File: src/ttrr_pkg.sv
// Types and codes for the thread table scheduler.
// No dependencies.
package ttrr_pkg;

  typedef enum logic [1:0] {
    SLOT_DEAD     = 2'd0,
    SLOT_RUNNABLE = 2'd1,
    SLOT_RUNNING  = 2'd2
  } slot_t;

  typedef enum logic [1:0] {
    REQ_CREATE = 2'd0,
    REQ_YIELD  = 2'd1,
    REQ_EXIT   = 2'd2,
    REQ_JOIN   = 2'd3
  } req_t;

  localparam logic [1:0] STAT_OK   = 2'd0;
  localparam logic [1:0] STAT_FAIL = 2'd1;
  localparam logic [1:0] STAT_NONE = 2'd2;

  typedef struct packed {
    logic  state_en;
    slot_t state;
    logic  join_en;
    logic  jvalid;
  } wr_ctl_t;

endpackage

File: src/ttrr_table.sv
// Thread slot table: state, joiner valid and joiner per slot.
// One read address, one write address per cycle. Depends on ttrr_pkg.
module ttrr_table #(
  parameter int THREADS = 16,
  parameter int IDX_W   = 4
) (
  input  logic                  clk,
  input  logic                  rst,
  input  logic [IDX_W-1:0]      rd_idx,
  output ttrr_pkg::slot_t       rd_state,
  output logic                  rd_jvalid,
  output logic [IDX_W-1:0]      rd_joiner,
  input  logic [IDX_W-1:0]      wr_idx,
  input  ttrr_pkg::wr_ctl_t     wr_ctl,
  input  logic [IDX_W-1:0]      wr_joiner
);
  import ttrr_pkg::*;

  slot_t            state  [THREADS];
  logic             jvalid [THREADS];
  logic [IDX_W-1:0] joiner [THREADS];

  always_ff @(posedge clk) begin
    if (rst) begin
      for (int i = 0; i < THREADS; i++) begin
        state[i]  <= (i == 0) ? SLOT_RUNNING : SLOT_DEAD;
        jvalid[i] <= 1'b0;
      end
    end else begin
      if (wr_ctl.state_en) state[wr_idx] <= wr_ctl.state;
      if (wr_ctl.join_en) jvalid[wr_idx] <= wr_ctl.jvalid;
    end
  end

  always_ff @(posedge clk) begin
    if (wr_ctl.join_en) joiner[wr_idx] <= wr_joiner;
  end

  assign rd_state  = state[rd_idx];
  assign rd_jvalid = jvalid[rd_idx];
  assign rd_joiner = joiner[rd_idx];

endmodule

File: src/thread_table_round_robin_scheduler.sv
// Top level of the round-robin thread scheduler with join.
// Depends on ttrr_pkg and ttrr_table.
//
//  channel | signals                          | dir
//  --------+----------------------------------+-----
//  request | in_valid in_ready req_type target | in
//  result  | out_valid out_ready status        | out
//          | thread_id running                 |
//
// One word in flight at a time; the table is reached one slot per cycle.
// Create scans for the first dead slot; join checks the target, then writes the joiner link;
// exit/yield run a joiner pass, then a round-robin pass; a failed join or exit stops at its check.
// Reset leaves slot 0 running and all other slots dead; in_ready rises as soon as rst falls.
// The result register holds until taken; the next word may be accepted meanwhile.
module thread_table_round_robin_scheduler #(
  parameter int THREADS = 16
) (
  input  logic       clk,
  input  logic       rst,
  input  logic       in_valid,
  output logic       in_ready,
  input  logic [1:0] req_type,
  input  logic [3:0] target,
  output logic       out_valid,
  input  logic       out_ready,
  output logic [1:0] status,
  output logic [3:0] thread_id,
  output logic [3:0] running
);
  import ttrr_pkg::*;

  localparam int IDX_W = (THREADS > 1) ? $clog2(THREADS) : 1;
  localparam int CW    = ((IDX_W > 4) ? IDX_W : 4) + 1;
  localparam logic [IDX_W-1:0] LAST = IDX_W'(THREADS - 1);

  typedef enum logic [6:0] {
    S_IDLE  = 7'b0000001,
    S_FREE  = 7'b0000010,
    S_MARK  = 7'b0000100,
    S_CHECK = 7'b0001000,
    S_MASK  = 7'b0010000,
    S_SCAN  = 7'b0100000,
    S_FIX   = 7'b1000000
  } fsm_t;

  fsm_t             fsm, fsm_next;
  req_t             req, req_next;
  logic [3:0]       tgt, tgt_next;
  logic [IDX_W-1:0] cur, cur_next;
  logic [IDX_W-1:0] n, n_next;
  logic [IDX_W-1:0] k, k_next;
  logic [THREADS-1:0] blocked, blocked_next;
  logic             done, done_next;
  logic [1:0]       stat, stat_next;
  logic [IDX_W-1:0] tid, tid_next;

  logic [IDX_W-1:0] rd_idx, wr_idx, wr_joiner, rd_joiner;
  slot_t            rd_state;
  logic             rd_jvalid;
  wr_ctl_t          wr_ctl;
  logic             tgt_bad;
  logic             out_free;

  ttrr_table #(.THREADS(THREADS), .IDX_W(IDX_W)) u_table (
    .clk       (clk),
    .rst       (rst),
    .rd_idx    (rd_idx),
    .rd_state  (rd_state),
    .rd_jvalid (rd_jvalid),
    .rd_joiner (rd_joiner),
    .wr_idx    (wr_idx),
    .wr_ctl    (wr_ctl),
    .wr_joiner (wr_joiner)
  );

  assign tgt_bad  = CW'(tgt) >= CW'(THREADS);
  assign out_free = !out_valid || out_ready;
  assign in_ready = (fsm == S_IDLE) && !done && !rst;

  function automatic logic [IDX_W-1:0] wrap_inc(input logic [IDX_W-1:0] v);
    return (v == LAST) ? '0 : v + 1'b1;
  endfunction

  always_comb begin
    fsm_next     = fsm;
    req_next     = req;
    tgt_next     = tgt;
    cur_next     = cur;
    n_next       = n;
    k_next       = k;
    blocked_next = blocked;
    done_next    = done;
    stat_next    = stat;
    tid_next     = tid;
    rd_idx       = n;
    wr_idx       = cur;
    wr_joiner    = '0;
    wr_ctl       = '{state_en: 1'b0, state: SLOT_DEAD, join_en: 1'b0, jvalid: 1'b0};

    if (done && out_free) done_next = 1'b0;

    unique case (fsm)
      S_IDLE: begin
        if (in_valid && in_ready) begin
          req_next = req_t'(req_type);
          tgt_next = target;
          n_next   = '0;
          unique case (req_t'(req_type))
            REQ_CREATE: fsm_next = S_FREE;
            REQ_YIELD:  fsm_next = S_MARK;
            REQ_EXIT,
            REQ_JOIN:   fsm_next = S_CHECK;
            default:    fsm_next = S_IDLE;
          endcase
        end
      end
      S_FREE: begin
        rd_idx = n;
        if (rd_state == SLOT_DEAD) begin
          wr_idx    = n;
          wr_ctl    = '{state_en: 1'b1, state: SLOT_RUNNABLE, join_en: 1'b1, jvalid: 1'b0};
          stat_next = STAT_OK;
          tid_next  = n;
          done_next = 1'b1;
          fsm_next  = S_IDLE;
        end else if (n == LAST) begin
          stat_next = STAT_FAIL;
          tid_next  = cur;
          done_next = 1'b1;
          fsm_next  = S_IDLE;
        end else begin
          n_next = n + 1'b1;
        end
      end
      S_MARK: begin
        wr_idx       = cur;
        wr_ctl       = '{state_en: 1'b1, state: SLOT_RUNNABLE, join_en: 1'b0, jvalid: 1'b0};
        n_next       = '0;
        blocked_next = '0;
        fsm_next     = S_MASK;
      end
      S_CHECK: begin
        if (req == REQ_JOIN) begin
          rd_idx = IDX_W'(tgt);
          if (tgt_bad || rd_state != SLOT_RUNNABLE) begin
            stat_next = STAT_FAIL;
            tid_next  = cur;
            done_next = 1'b1;
            fsm_next  = S_IDLE;
          end else begin
            wr_idx   = cur;
            wr_ctl   = '{state_en: 1'b1, state: SLOT_RUNNABLE, join_en: 1'b0, jvalid: 1'b0};
            fsm_next = S_FIX;
          end
        end else begin
          rd_idx = cur;
          if (rd_state == SLOT_DEAD) begin
            stat_next = STAT_FAIL;
            tid_next  = cur;
            done_next = 1'b1;
            fsm_next  = S_IDLE;
          end else begin
            wr_idx       = cur;
            wr_ctl       = '{state_en: 1'b1, state: SLOT_DEAD, join_en: 1'b1, jvalid: 1'b0};
            n_next       = '0;
            blocked_next = '0;
            fsm_next     = S_MASK;
          end
        end
      end
      S_MASK: begin
        rd_idx = n;
        if (rd_jvalid) blocked_next[rd_joiner] = 1'b1;
        if (n == LAST) begin
          n_next   = '0;
          k_next   = wrap_inc(cur);
          fsm_next = S_SCAN;
        end else begin
          n_next = n + 1'b1;
        end
      end
      S_SCAN: begin
        rd_idx = k;
        if (rd_state == SLOT_RUNNABLE && !blocked[k]) begin
          wr_idx    = k;
          wr_ctl    = '{state_en: 1'b1, state: SLOT_RUNNING, join_en: 1'b0, jvalid: 1'b0};
          cur_next  = k;
          stat_next = STAT_OK;
          tid_next  = k;
          done_next = 1'b1;
          fsm_next  = S_IDLE;
        end else if (n == LAST) begin
          if (req == REQ_YIELD) begin
            wr_idx = cur;
            wr_ctl = '{state_en: 1'b1, state: SLOT_RUNNING, join_en: 1'b0, jvalid: 1'b0};
          end
          stat_next = STAT_NONE;
          tid_next  = cur;
          done_next = 1'b1;
          fsm_next  = S_IDLE;
        end else begin
          n_next = n + 1'b1;
          k_next = wrap_inc(k);
        end
      end
      S_FIX: begin
        wr_idx    = IDX_W'(tgt);
        wr_ctl    = '{state_en: 1'b1, state: SLOT_RUNNING, join_en: 1'b1, jvalid: 1'b1};
        wr_joiner = cur;
        cur_next  = IDX_W'(tgt);
        stat_next = STAT_OK;
        tid_next  = IDX_W'(tgt);
        done_next = 1'b1;
        fsm_next  = S_IDLE;
      end
      default: fsm_next = S_IDLE;
    endcase
  end

  always_ff @(posedge clk) begin
    if (rst) begin
      fsm       <= S_IDLE;
      cur       <= '0;
      done      <= 1'b0;
      out_valid <= 1'b0;
    end else begin
      fsm  <= fsm_next;
      cur  <= cur_next;
      done <= done_next;
      if (done && out_free) out_valid <= 1'b1;
      else if (out_ready) out_valid <= 1'b0;
    end
  end

  always_ff @(posedge clk) begin
    req     <= req_next;
    tgt     <= tgt_next;
    n       <= n_next;
    k       <= k_next;
    blocked <= blocked_next;
    stat    <= stat_next;
    tid     <= tid_next;
    if (done && out_free) begin
      status    <= stat;
      thread_id <= 4'(tid);
      running   <= 4'(cur);
    end
  end

endmodule

File: config.mk
export PLATFORM = sky130hd
export DESIGN_NAME = thread_table_round_robin_scheduler
export DESIGN_NICKNAME = d
export VERILOG_FILES = /design/src/ttrr_pkg.sv /design/src/ttrr_table.sv /design/src/thread_table_round_robin_scheduler.sv
export SDC_FILE = /design/constraint.sdc
export NUM_CORES = 1
export LEC_CHECK = 0
export ABC_AREA = 1
export BUFFER_PORTS_ARGS = -buffer_cell sky130_fd_sc_hd__buf_2
export CAP_MARGIN = 25
export CORE_MARGIN = 2
export CORE_UTILIZATION = 35
export CTS_BUF_LIST = sky130_fd_sc_hd__clkbuf_16
export CTS_CLUSTER_DIAMETER = 60
export DETAILED_ROUTE_END_ITERATION = 12
export PLACE_DENSITY_LB_ADDON = 0.12
export REMOVE_ABC_BUFFERS = 1
export SLEW_MARGIN = 20
export SYNTH_ARGS = -nofsm -noshare
export SYNTH_HDL_FRONTEND = slang
export SYNTH_HIERARCHICAL = 1
export SYNTH_SLANG_ARGS = --single-unit
File: constraint.sdc
create_clock -name clk -period 5 [get_ports clk]
set_clock_uncertainty 0.1 [all_clocks]
set_input_delay 1 -clock clk [delete_from_list [all_inputs] [get_ports clk]]
set_output_delay 1 -clock clk [all_outputs]
set_load 0.005 [all_outputs]
==> impl_results.md <==
- Clk sinks: 171
- Tcrit/Tclk final: 89.0%
- Crit Path Class: flop to flop
- Critical path's top delay family: simple AND/OR/NAND/NOR gates
- Max Slew Vio Count: 0
- Detail Placement HPWL: 16300 µm
- Worst slew margin: 56.3%
- Worst-path clk slew: 0.08 ns
- GRT Resource Usage Total: 17.7%
- Tightest Hold Check Type: flop to flop
- Die X: 165 µm
- Initial antenna violation count: 0
- Vias per cell: 4.76
- Power per Cell Area: 467 mW/mm²
- DR pass1 iterations: 5
- Status: finished clean
- Final setup viols: 0
- Synth Cell Area: 0.00908 mm²
- RSZ-0062 raised after global routing: false
- PortBufs: 21
- Initial DRC count: 437
- CTS buffer count: 17
- HP Start: stat[1]
- Core ar.: 0.0253 mm²
- Distinct cells, synth: 42
- Top cell by count, worst path: nand2_1
- Residual DRC count: 0
- WHS Path Cells: 0
- Critical Path AT: 4.50 ns
- IO Pins: 22
- Worst R2R End: u_table/jvalid[0]
- RD Place Congestion: 0.915
- Die Y: 165 µm
- Post-Route WL: 22800 µm
- Reported max-cap violation count: 0
- Root Driver: clkbuf_16
- Synth Instances: 1083
- CTS tree: done
- Crit Reg-Reg Startpoint: fsm[3]
- CP max stage cell: buf_4
- Fin. Hold Viols: 0
- Slowest stage delay, CP: 0.41 ns
- Setup WS pre-CTS: 0.595 ns
- Ant diodes: 0
- Worst slew pin tran: 0.649 ns
- Ratio of cells with drive above 1 in the final layout: 11.7%
- Hold Path End: status[1]
- CP Buf/Inv Count: 9
- Crit path from: fsm[3]
- GRT overflow: 0
- Initial Util: 35.9%
- Worst-path maximum fanout: 35
- Worst IR Drop VDD: 0.000236 V
- R2R Setup Slk: 0.55 ns
- Rows: 58
- Async SR Flop Fraction: 0%
- Setup_tns: 0 ns
- Avg Cell Area, Syn: 8.39 µm²
- Crit. End Element: flop
- Cells on worst reg2reg path: 31
- Full die area: 0.0273 mm²
- Predominant post-synthesis flop cell: edfxtp_1
- Final min period: 4.45 ns
- CTS Buffer Depth: 2
- EDFF count, synth: 158
- Startpoint types: flop
- Setup Fix Bufs, Post-CTS: 0
- Number of H-tree levels: 4
- Pleak: 4.68 nW
- Fmax: 0.225 GHz
- #FFs+latches synth: 171
- Vias in the first global route: 6652
- Largest net degree at the start of global routing: 41
- Final WS setup: 0.550 ns
- CTS Hold Buffers Added: 0
- Synth Warn #: 6
- Resized Gates After CTS: 0
- Final ANT Viol Nets: 0
- Req. time, crit path: 5.05 ns
- Final nets: 1119
- Routed via count: 6899
- First-pass GRT wire length: 36500 µm
- Share of the yosys chip area belonging to registers: 55.1%
- Synth-to-layout area growth: 11.5%
- Worst skew pair latency: 0.44 ns
- DR WL/cell: 15.8 µm
==> per-stage QoR <==
stage / util, % / total power, W / hold WS [ns] / area [µm²] / std cells
after floorplan: - / 0.00287 / 0.300 / 8850 / 1045
after global placement: 37.6 / 0.00343 / 0.306 / 9530 / 1415
after detailed placement: 37.6 / 0.00342 / 0.306 / 9540 / 1416
after CTS: 40.0 / 0.00476 / 0.322 / 10100 / 1448
after global routing: 40.0 / 0.00503 / 0.331 / 10100 / 1449
final: 40.0 / 0.00473 / 0.325 / 10100 / 1449
==> synthesized netlist by cell type, types with 2 or more instances <==
cell	instances	area share [%]
a21oi_1	15	0.83
a21oi_2	4	0.39
a31oi_1	3	0.21
buf_2	13	0.72
buf_4	8	0.66
buf_6	6	0.74
clkbuf_1	11	0.45
dfxtp_1	13	2.9
edfxtp_1	158	52
ha_1	3	0.41
inv_1	181	7.5
inv_2	19	0.79
inv_4	3	0.21
nand2_1	311	13
nand2_2	8	0.55
nand2_4	3	0.37
nand3_1	122	6.7
nand3_2	2	0.22
nand4_1	5	0.34
nor2_1	120	5.0
nor2_2	3	0.21
nor2_4	4	0.50
nor2_8	3	0.66
nor3_1	6	0.33
nor3_2	2	0.22
nor4_1	2	0.14
o21a_1	2	0.17
o21ai_0	35	1.9
o221ai_1	2	0.19
xor2_1	4	0.39
==> routing by layer <==
layer / up-vias / share of wire (%) / global-route usage, %
met2: 135 / 46 / 27.6
met5: - / 0 / 0
met3: 38 / 3.8 / 2.85
li1: 3493 / - / -
met1: 3233 / 48 / 25.1
met4: 0 / 2.0 / 6.28
==> cell type report <==
cell class / instances / area [µm²]
Clock buffer: 17 / 425
Clock inverter: 15 / 158
Fill cell: 2590 / 15200
Inverter: 203 / 769
Multi-Input combinational cell: 671 / 3100
Sequential cell: 171 / 5000
Tap cell: 330 / 413
Timing Repair Buffer: 42 / 260
==> worst max path at each step <==
stage / endpoint / slack [ns] / cells past startpoint
3_5_place_dp: u_table/jvalid[0] / 0.60 / 31
3_3_place_gp: u_table/jvalid[0] / 0.66 / 31
2_1_floorplan: u_table/jvalid[0] / -1.66 / 26
4_1_cts: u_table/jvalid[0] / 0.57 / 31
5_1_grt: u_table/jvalid[0] / 0.04 / 31
6_report: u_table/jvalid[0] / 0.55 / 31
==> layout by cell type, fill, tap and decap left out, drive strengths merged <==
cell type / netlist / final
o31ai: 1 / 1
o21ai: 36 / 36
bufinv: 0 / 1
a21oi: 19 / 19
clkinv: 0 / 4
xor2: 4 / 4
xnor2: 1 / 1
nand2: 322 / 322
nor3: 8 / 8
buf: 27 / 41
a211oi: 1 / 1
nand3b: 1 / 1
ha: 3 / 3
o21a: 2 / 2
nor2: 130 / 130
dfxtp: 13 / 13
edfxtp: 158 / 158
clkinvlp: 0 / 2
nand4: 6 / 6
o221ai: 2 / 2
inv: 203 / 211
nand3: 125 / 125
or2: 2 / 2
and3: 1 / 1
clkbuf: 11 / 18
o211ai: 1 / 1
nor4: 3 / 3
a31oi: 3 / 3
==> power breakdown <==
part           leakage (nW)  switching, W  internal (W)
sequential             1.47     0.0000523       0.00166
clock                 0.280      0.000632      0.000707
combinational          2.93       0.00119      0.000485
total                  4.68       0.00187       0.00285
==> sequential cells by signal (all words and copies together) (netlist names) <==
signal          flops
fsm                 7
thread_id           4
blocked            16
tgt                 4
done                1
n                   4
u_table/jvalid     16
stat                2
req                 2
running             4
u_table/joiner     64
tid                 4
cur                 4
u_table/state      32
status              2
out_valid           1
k                   4
==> cell families after synthesis <==
family	share of synthesized area (%)
AOI/OAI and AO/OA	4.11
xor gates and xnor gates	0.482
adders and majority gates	0.413
buffers and inverters	11.0
DFF	55.1
and+or+nand+nor	28.8
Power figures use the tool's default switching activity.
